## src/design/iprm_pkg.sv

```systemverilog
// Shared types, widths and helpers for the IP prefix rule matcher.
// No dependencies; used by iprm_cell and ip_prefix_rule_matcher_unit.
`timescale 1ns / 1ps
`default_nettype none

package iprm_pkg;

  localparam int unsigned DefaultMaxRules = 64;
  localparam int unsigned AddrW           = 128;
  localparam int unsigned HalfW           = 64;
  localparam int unsigned LenW            = 8;
  localparam int unsigned MaskW           = 64;
  localparam int unsigned NumberW         = 6;
  localparam int unsigned CountW          = 7;
  localparam logic [LenW-1:0] FullLength  = 8'd128;

  typedef enum logic {
    OP_INSERT = 1'b0,
    OP_MATCH  = 1'b1
  } op_t;

  // One item as it travels down the chain of cells
  typedef struct packed {
    op_t               op;
    logic [AddrW-1:0]  addr;
    logic [LenW-1:0]   len;
    logic [MaskW-1:0]  allowed;
    logic [MaskW-1:0]  mask;
    logic [CountW-1:0] count;
    logic              full;
  } item_t;

  // Leading-bits mask for a prefix length of 0..128
  function automatic logic [AddrW-1:0] lead_mask(input logic [LenW-1:0] len);
    logic [AddrW-1:0] m;
    for (int j = 0; j < AddrW; j++) begin
      m[j] = ((AddrW - 1 - j) < int'(len));
    end
    return m;
  endfunction

endpackage

`default_nettype wire

```

## src/design/iprm_cell.sv

```systemverilog
// One cell of the rule chain: holds a single prefix rule and one stage of the item.
// Depends on iprm_pkg.
`timescale 1ns / 1ps
`default_nettype none

module iprm_cell #(
  parameter int unsigned CELL_INDEX = 0
) (
  input  wire logic             clk,
  input  wire logic             rst,
  input  wire logic             en,
  input  wire logic             prev_valid,
  input  wire iprm_pkg::item_t  prev_item,
  output logic                  next_valid,
  output iprm_pkg::item_t       next_item
);
  import iprm_pkg::*;

  localparam logic [CountW-1:0] Index = CountW'(CELL_INDEX);

  logic [AddrW-1:0] rule_prefix;
  logic [LenW-1:0]  rule_length;
  logic             hit;
  logic             store;
  item_t            item_next;

  // Compare the address against this cell's rule, stored prefix is pre-masked
  always_comb begin
    hit = (prev_item.op == OP_MATCH) && prev_item.allowed[CELL_INDEX] &&
          (Index < prev_item.count) &&
          ((prev_item.addr & lead_mask(rule_length)) == rule_prefix);
    store = prev_valid && (prev_item.op == OP_INSERT) && !prev_item.full &&
            (prev_item.count == Index);
    item_next = prev_item;
    item_next.mask[CELL_INDEX] = hit;
  end

  // Write the rule when an insert is aimed at this cell
  always_ff @(posedge clk) begin
    if (en && store) begin
      rule_prefix <= prev_item.addr;
      rule_length <= prev_item.len;
    end
  end

  // Hand the item on to the neighbour
  always_ff @(posedge clk) begin
    if (rst) begin
      next_valid <= 1'b0;
    end else if (en) begin
      next_valid <= prev_valid;
    end
  end

  always_ff @(posedge clk) begin
    if (en) begin
      next_item <= item_next;
    end
  end

endmodule

`default_nettype wire

```

## config.mk

```make
export PLATFORM = sky130hd
export DESIGN_NAME = iprm_cell
export DESIGN_NICKNAME = d
export VERILOG_FILES = /design/src/design/iprm_pkg.sv /design/src/design/iprm_cell.sv
export SDC_FILE = /design/constraint.sdc
export NUM_CORES = 1
export LEC_CHECK = 0
export ABC_AREA = 1
export BUFFER_PORTS_ARGS = -buffer_cell sky130_fd_sc_hd__buf_2
export CAP_MARGIN = 40
export CELL_PAD_IN_SITES_DETAIL_PLACEMENT = 1
export CELL_PAD_IN_SITES_GLOBAL_PLACEMENT = 1
export CORE_AREA = 3 3 214 216
export CTS_BUF_LIST = sky130_fd_sc_hd__clkbuf_4 sky130_fd_sc_hd__clkbuf_8 sky130_fd_sc_hd__clkbuf_16
export CTS_CLUSTER_DIAMETER = 80
export DETAILED_ROUTE_END_ITERATION = 6
export DIE_AREA = 0 0 217 219
export HOLD_SLACK_MARGIN = 0.15
export PLACE_DENSITY_LB_ADDON = 0.1
export REMOVE_ABC_BUFFERS = 1
export SLEW_MARGIN = 20
export SYNTH_ARGS = -nofsm -noshare
export SYNTH_HDL_FRONTEND = slang
export SYNTH_SLANG_ARGS = --single-unit
```

## constraint.sdc

```tcl
create_clock -name clk -period 23.9 [get_ports clk]
set_input_delay 1.195 -clock clk [delete_from_list [all_inputs] [get_ports clk]]
set_output_delay 1.195 -clock clk [all_outputs]
set_load 0.005 [all_outputs]
```

### Word level (Yosys, flattened, before mapping)

Index checks and enable logic that the tools add are counted.

| operators by class | value |
|---|---|
| $lt $le $gt $ge | 129 |
| eq/ne operators | 1 |
| shifts and indexed selects | 0 |
| bitwise logic cells | 2 |
| mux-type cells | 0 |
| $add $sub $neg | 0 |
| div/mod/pow operators | 0 |
| reductions and logical operators | 9 |
| multiply operators | 0 |

Operator list:

| kind | count |
|---|---|
| $lt A7 B8 Y1 const A | 64 |
| $lt A6 B8 Y1 const A | 32 |
| $and A128 B128 Y128 | 1 |
| $eq A128 B128 Y1 | 1 |
| $lt A5 B8 Y1 const A | 16 |
| $lt A4 B8 Y1 const A | 8 |
| $lt A3 B8 Y1 const A | 4 |
| $lt A1 B8 Y1 const A | 2 |
| $lt A2 B8 Y1 const A | 2 |
| $logic_and A1 B1 Y1 | 7 |
| $logic_not A7 Y1 | 1 |
| $lt A1 B7 Y1 const A | 1 |
| $logic_not A1 Y1 | 1 |
| $not A1 Y1 | 1 |

| storage, ports and cells | value |
|---|---|
| bits in latches | 0 |
| output and inout bits | 274 |
| memories kept | 0 |
| word-level logic and storage cells | 151 |
| bits in registers | 410 |
| bits in read-only memories | 0 |
| RAM bits | 0 |

### Longest topological paths before layout

Gate-level depths: netlist of run 1.

| logic depth | value |
|---|---|
| word-level depth | 5 |
| gate-level depth with buffers | 18 |
| gate-level depth less buffers | 16 |

### Worst setup path before layout of run 1

No wires, ideal clock.

| timing path | value |
|---|---|
| path type | input -> register |
| start point | input prev_item[2] in the netlist's numbering |
| end point | register rule_length[0] (enable) |
| stages on the path | 4 |
| arrival time | 14.529 ns |
| required time | 22.920 ns |
| path buffers | 0 |
| setup time | 0.980 ns |
| path slack | 8.391 ns |
| path through | or2_2 > nor3_1 > inv_1 > nor4_1 |

| between the ends | value |
|---|---|
| cells in the longest elaborated chain, start to end | 3 |

Ends and longest elaborated chain:

| item | line | source |
|---|---|---|
| from (decl) | iprm_cell.sv:13 | `input wire iprm_pkg::item_t prev_item,` |
| $logic_not A7 Y1 | iprm_cell.sv:33 | `(prev_item.count == Index);` |
| $logic_and A1 B1 Y1 | iprm_cell.sv:32 | `store = prev_valid && (prev_item.op == OP_INSERT) && !prev_item.full &&` |
| $logic_and A1 B1 Y1 | iprm_cell.sv:40 | `if (en && store) begin` |
| to (signal assigned) | iprm_cell.sv:42 | `rule_length <= prev_item.len;` |
| to (decl) | iprm_cell.sv:22 | `logic [LenW-1:0] rule_length;` |

No other way between the ends.
A chain may end at the register's enable or synchronous reset.

### Final worst setup path of run 1

| timing path | value |
|---|---|
| start point | register rule_length[3] |
| end point | register next_item[8] in the netlist's numbering (data pin) |

| between the ends | value |
|---|---|
| cells in the longest elaborated chain, start to end | 4 |

Ends and longest elaborated chain:

| item | line | source |
|---|---|---|
| $lt A7 B8 Y1 (tied with other cells) | iprm_pkg.sv:37 | `m[j] = ((AddrW - 1 - j) < int'(len));` |
| $and A128 B128 Y128 (*) | iprm_cell.sv:31 | `((prev_item.addr & lead_mask(rule_length)) == rule_prefix);` |
| $eq A128 B128 Y1 (*) | iprm_cell.sv:31 |  |
| $logic_and A1 B1 Y1 (*) | iprm_cell.sv:30 | `(Index < prev_item.count) &&` |
| via hit | iprm_cell.sv:23 | `logic hit;` |
| to (signal assigned) | iprm_cell.sv:57 | `next_item <= item_next;` |
| to (decl) | iprm_cell.sv:15 | `output iprm_pkg::item_t next_item` |

Mark *: on every way through the listed nets, which the timed path passes. The rest lies on a longest branch.

==> key figures, run 1 <==
Critical path
  – Worst path bufs/invs: 1
  – Crit-path most repeated cell: nand2_1
  – CP Capture Type: flop
  – Worst-path fanout max: 11
  – Critical path class: flop to flop
  – CP arrival: around 3.8 ns
  – Crit-path slowest cell: nor2_2
  – Critical Path RT: approximately 24 ns
  – CP delay by family, top: simple AND/OR/NAND/NOR gates
  – Slowest Stage Delay on Critical Path: 0.63 ns
  – Crit path cell chain: inv_1 -> nand2_1 -> nor2_2 -> nand2_1 -> nand2_1 -> nand2_1 -> nand2_1 -> nand3_1 -> nor2_1 -> nand2_1 -> nor2_1 -> nand2_1 -> nor2_1 -> nand2_1 -> nor2_1
  – Worst Setup Start Kind: flop

Synth
  – Syn. warnings: 0
  – Largest family of logic cells by synthesized area: simple AND/OR/NAND/NOR gates
  – XOR/XNOR Fraction of Synth Area: 1.22%
  – Syn Area/Cell: approximately 13 um2
  – Mapped Cells: approximately 1300
  – Adder-cell share of the synthesized area: 0%
  – Synthesized area: 16500 um2
  – Sequential fraction of the synthesis area: 74.8%
  – Synth cell types: 34
  – Synth Area in Simple Gates: 18.1%
  – Mux cell area share after synthesis: 0%
  – Synth Area in Compound Gates: 2.10%
  – Register bit total from synthesis: ~400

STA
  – Slew Viols, Final: 0
  – Relative slew margins: 43.0%
  – # setup viols final: 0
  – Hold Vio Cnt, Final: 0
  – Final setup skew: 0.00993 ns
  – Tcrit/Tclk final: 14.1%
  – RSZ-0062 raised after global routing: no
  – Setup TNS: 0 ns
  – Post-route setup slack: 20.53 ns
  – Final min period: 3.37 ns
  – Least-Margin Pin Slew: 0.855 ns
  – FMAX: around 0.30 GHz

Clock tree
  – CTS Buf Count: 46
  – Hold_buf cts: 0
  – H-tree depth: 2
  – Reg clk slew, reported paths: 0.06 ns
  – # Post-CTS Setup Buffers: 0
  – Clock Path Buffers: 3
  – Post-cts sizing count: 0
  – Clk sink count: 410
  – CTS Root Cell: clkbuf_16
  – CTS tree: done
  – Worst skew pair latency: 0.57 ns

Global routing
  – Vias in the first global route: approximately 13000
  – GRT Total Usage: 23.8%
  – Largest net degree at the start of global routing: 68
  – First-pass GRT wire length: slightly above 80 mm
  – Grt ovf: 0
  – Antenna violations before repair: 13

Cells and area
  – Commonest non-fill, non-tap cell in the layout: buf_2
  – Share of cells above drive strength 1: 34.6%
  – Post-layout nets: between 2000 and 2500
  – Most frequent cells in the layout: 548 x buf_2, 409 x edfxtp_1, 389 x nand2_1
  – Area Overhead vs Synth: 30.8%

Die
  – I/O Pins: 551
  – Rows: 77
  – Die X: 217 um
  – Die area: 47500 um2
  – Initial Utilization: between 30 and 40%
  – Die H: 219 um
  – Core area: 44100 um2

Routing
  – Drt wl/cell: 22.8 um
  – 1st-iter DRT viols: 684
  – Vias post-DR: 12400
  – DRC Markers: 0
  – Vias per cell: 4.91
  – Post-DRT Antenna Nets: 0
  – Total Wirelength: 57.7 mm
  – TritonRoute pass-1 iters: 5

Pwr
  – Total power: approximately 1.7 mW
  – Net Sw Power: 0.366 mW
  – Power share of the clock group: 43.5%
  – Lkg Pwr: 9.17 nW
  – Pwr/cell area: 78.5 nW/um2
  – Combinational Power Share: around 6.6%
  – Internal: roughly 1.3 mW
  – Peak VDD IR: about 0.057 mV
  – Reg power frac: between 40% and 50%
  – Net Sw Frac: approximately 22%

Worst hold path
  – HP Class: flop to flop

Placed design
  – DP Worst Slack: 20.26 ns
  – Port bufs: 549
  – Final HPWL DP: 43.3 mm
  – Placer Congestion: 0.840

Status
  – Status: finished clean

Flow run
  – Reported max-cap violation count: 0
power by group through the flow:
| stage | combinational (mW) | clock, mW | sequential [mW] |
|---|---|---|---|
| floorplan | 0.0154 | 0 | 0.864 |
| global placement | 0.111 | 0 | 0.856 |
| detailed placement | 0.114 | 0 | 0.858 |
| CTS | 0.114 | 0.752 | 0.843 |
| global route | 0.123 | 0.781 | 0.846 |
| finish | 0.112 | 0.735 | 0.842 |
sequential cells by signal, summed over array words and instances, names as in the netlist:
name	cells
rule_prefix	128
next_valid	1
rule_length	8
next_item	273
routing by layer:
metal	vias to the layer above	wire (um)	GRT usage (%)
li1	5739	-	-
met1	6171	23900	30.1
met2	405	28500	40.6
met3	105	3890	6.06
met4	20	1380	6.50
met5	-	126	0
through the flow:
stage	instances	cell area (um2)	hold slack (ns)	util (%)
after floorplan	1290	16300	0.449	-
after global placement	2439	19800	0.447	45.0
after detailed placement	2445	19900	0.461	45.2
after CTS	2528	21500	0.471	48.7
after global routing	2531	21500	0.506	48.8
final	2532	21500	0.470	48.8
worst min-delay path: stages, from the launching register on:
cell and delay (ns):
dfxtp_1 0.31, nand2_1 0.07, a21oi_1 0.05
layout make-up:
| class | count | area, um2 |
|---|---|---|
| fill | 4860 | 22600 |
| sequential | 410 | 12300 |
| multi-input combinational | 762 | 3540 |
| timing repair buffer | 565 | 2950 |
| clock buffer | 54 | 1230 |
| tap | 592 | 741 |
| inverter | 118 | 443 |
| clock inverter | 29 | 319 |
| antenna | 2 | 5.00 |
final timing paths:
path,start,endpoint,slack [ns],depth (start not counted)
worst max-delay path,rule_length[3],next_item[8],20.53,15
worst min-delay path,next_valid,next_valid,0.47,2
worst max register to register,rule_length[3],next_item[8],20.53,15
worst min register to register,next_valid,next_valid,0.47,2
logic make-up (layout without fill, tap and decap cells):
family,count (synthesis),after routing
simple gates,681,681
flops,410,410
buf+inv,144,766
compound gates,58,58
xor+xnor,23,23
other cells,0,2
Yosys cell counts:
master    count  area (um2)
edfxtp_1    409       12300
nand2_1     389        1460
inv_1       109         409
nor2_1      105         394
nand3_1      96         480
nand3b_1     34         255
nand4_1      33         206
o21ai_0      18        90.1
xor2_1       16         140
buf_2        13        65.1
a21oi_1      10        50.1
a21boi_0      9        67.6
buf_4         8        60.1
o21ai_1       8        40.0
inv_2         7        26.3
xnor2_1       7        61.3
nor2_4        6        67.6
buf_6         5        56.3
nor2_2        5        31.3
o211ai_1      5        37.5
nor3_1        4        20.0
nand2_2       3        18.8
a21oi_2       2        17.5
clkinv_1      2        7.51
nand2_4       2        22.5
o22ai_1       2        12.5
or2_2         2        12.5
a21boi_1      1        7.51
a22o_1        1        8.76
a31oi_1       1        6.26
and3_1        1        6.26
dfxtp_1       1        20.0
nor4_1        1        6.26
o21a_1        1        7.51
No activity file was read; power rests on OpenSTA's default activity.
==> inputs of run 2 (changes only) <==
CORE_AREA = default   (was 3 3 214 216)
CORE_ASPECT_RATIO = 0.75   (was default)
CORE_MARGIN = 3   (was default)
CORE_UTILIZATION = 39   (was default)
DIE_AREA = default   (was 0 0 217 219)
clock period = 3.5 ns   (was 23.9 ns; I/O delays follow)
==> run 2 against run 1 <==
Critical path type unchanged. Clock skew rose by 0.0041 ns. Combinational power rose to 9.4 times the previous value. Highest routed layer unchanged. First-iteration DRC count rose by 60%. Critical path depth fell by 1. Design area rose by 11%. Largest cell class unchanged.
==> key figures, run 2 (synthesized netlist as in run 1, its figures left out) <==
Status
  – Status: finished clean

STA
  – Post-route setup slack: 0.387 ns
  – Tcrit/Tclk final: 88.9%
  – FMAX: 0.321 GHz
  – Slew Viols, Final: 0
  – RSZ-0062 raised after global routing: no
  – Least-Margin Pin Slew: 0.927 ns
  – Final min period: 3.11 ns
  – # setup viols final: 0
  – Relative slew margins: a little under two fifths
  – Final setup skew: between 0.01 and 0.015 ns
  – Hold Vio Cnt, Final: 0

Clock tree
  – H-tree depth: 2
  – Clock Path Buffers: 3
  – Clk sink count: 410
  – CTS Root Cell: clkbuf_16
  – Reg clk slew, reported paths: 0.07 ns
  – Hold_buf cts: ~280
  – Post-cts sizing count: 0
  – # Post-CTS Setup Buffers: 0
  – Worst skew pair latency: 0.55 ns
  – CTS tree: done
  – CTS Buf Count: 42

Critical path
  – Critical Path RT: 3.90 ns
  – Worst R2R Setup Slack: 0.39 ns
  – Worst-path fanout max: 35
  – Worst Setup EP: next_item[8]
  – Critical path class: flop to flop
  – Worst Setup Start Kind: flop
  – Worst setup path startpoint: rule_length[7]
  – CP Capture Type: flop
  – R2R Path End: next_item[8]
  – R2R Path Start: rule_length[7]
  – CP arrival: between 3 and 4 ns
  – R2r worst-path depth: 14

Die
  – Core area: 41200 um2
  – Initial Utilization: 39.9%
  – Die area: 44700 um2
  – Die H: 184 um
  – Rows: 64
  – I/O Pins: 551
  – Die X: 243 um

Cells and area
  – Post-layout nets: 2457
  – Most flops, register: next_item
  – Non-filler instance count after layout: 2777
  – Fillers: roughly 4400
  – Max reg flops: 273
  – Most frequent cells in the layout: 548 x buf_2, 409 x edfxtp_1, 389 x nand2_1
  – Share of cells above drive strength 1: 29.9%
  – Largest registers: next_item (273), rule_prefix (128), rule_length (8)
  – Area Overhead vs Synth: 45.8%
  – Commonest non-fill, non-tap cell in the layout: buf_2

Global routing
  – First-pass GRT wire length: 97.5 mm
  – Grt ovf: 0
  – Antenna violations before repair: 7
  – GRT Total Usage: between 20 and 30%
  – Vias in the first global route: around 15000
  – Largest net degree at the start of global routing: 168

Routing
  – Vias per cell: 5.04
  – Total Wirelength: 67.3 mm
  – Vias post-DR: 14000
  – 1st-iter DRT viols: between 1000 and 1500
  – TritonRoute pass-1 iters: 5
  – DRC Markers: 0
  – Post-DRT Antenna Nets: 0
  – Drt wl/cell: ~24 um

Placed design
  – Port bufs: 549
  – Placer Congestion: a little over 0.8
  – Final HPWL DP: 44.1 mm
  – DP Worst Slack: 0.468 ns
  – Placed cell count: between 2000 and 2500

Pwr
  – Lkg Pwr: just over 10 nW
  – Peak VDD IR: between 0.4 and 0.5 mV
  – Pwr/cell area: 468 nW/um2

Worst hold path
  – HP Class: input pin to flop

Flow run
  – Reported max-cap violation count: 0
run 2: cell count changes in the layout (fill, tap and decap cells not counted), moves of 2 or more:
cell | previous run | this run
dlygate4sd3_1 | 0 | 275
buf_4 | 10 | 20
clkinv_2 | 13 | 5
bufinv_16 | 7 | 2
clkinv_1 | 9 | 14
diode_2 | 2 | 7
clkbuf_16 | 47 | 43
buf_16 | 2 | 0
buf_6 | 2 | 0
clkinvlp_4 | 0 | 2
run 2: how the worst min path moves through the flow:
stage	slack, ns	depth (start not counted)	endpoint	from
6_report	0.34	2	next_item[131]	prev_item[131]
5_1_grt	0.33	2	next_item[131]	prev_item[131]
4_1_cts	0.32	2	next_item[40]	prev_item[40]
3_5_place_dp	0.34	2	next_valid	rst
3_3_place_gp	0.34	2	next_valid	rst
2_1_floorplan	0.24	1	next_valid	rst
run 2: layer usage:
metal  up-vias  wire [um]  track usage (%)
li1       6301          -                -
met1      6969      27000             37.0
met2       609      33700             51.4
met3       122       4630             6.25
met4         2       1980             8.98
met5         -         13                0
run 2: stage by stage:
step	setup TNS (ns)	util, %	power, mW	hold WS (ns)	instance area (um2)
2_1_floorplan	-1494.46	-	6.00	0.244	16300
3_3_place_gp	0	48.3	6.60	0.339	19900
3_5_place_dp	0	48.3	6.64	0.338	19900
4_1_cts	0	58.1	11.2	0.316	24000
5_1_grt	0	58.2	11.6	0.330	24000
6_report	0	58.2	11.2	0.342	24000
run 2: final cells by class:
cell class,count,area [um2],area share [%]
clock inverter,23,165,0.688
timing repair buffer,846,5700,23.8
sequential,410,12300,51.3
clock buffer,50,1130,4.70
antenna,7,17.5,0.0730
inverter,118,443,1.85
multi-input combinational,762,3530,14.7
tap,561,702,2.93
run 2: where the power goes:
group          internal [mW]  leakage (nW)  switching [mW]
Sequential              5.69          3.90          0.0856
Clock                   2.45         0.640            1.96
Combinational          0.528          5.65           0.526
Total                   8.67          10.2            2.57
run 2: critical path, cell delays in order, from the launching register on:
cell and delay [ns]:
edfxtp_1 0.40, buf_4 0.22, nor2_4 0.13, buf_4 0.44, nand2_1 0.58, nand2_1 0.23, or2_2 0.13, nand3_1 0.06
nor2_1 0.10, nand2_1 0.08, nor2_1 0.24, nand3_1 0.11, nor2_1 0.10, nand2_1 0.06, nor2_1 0.08
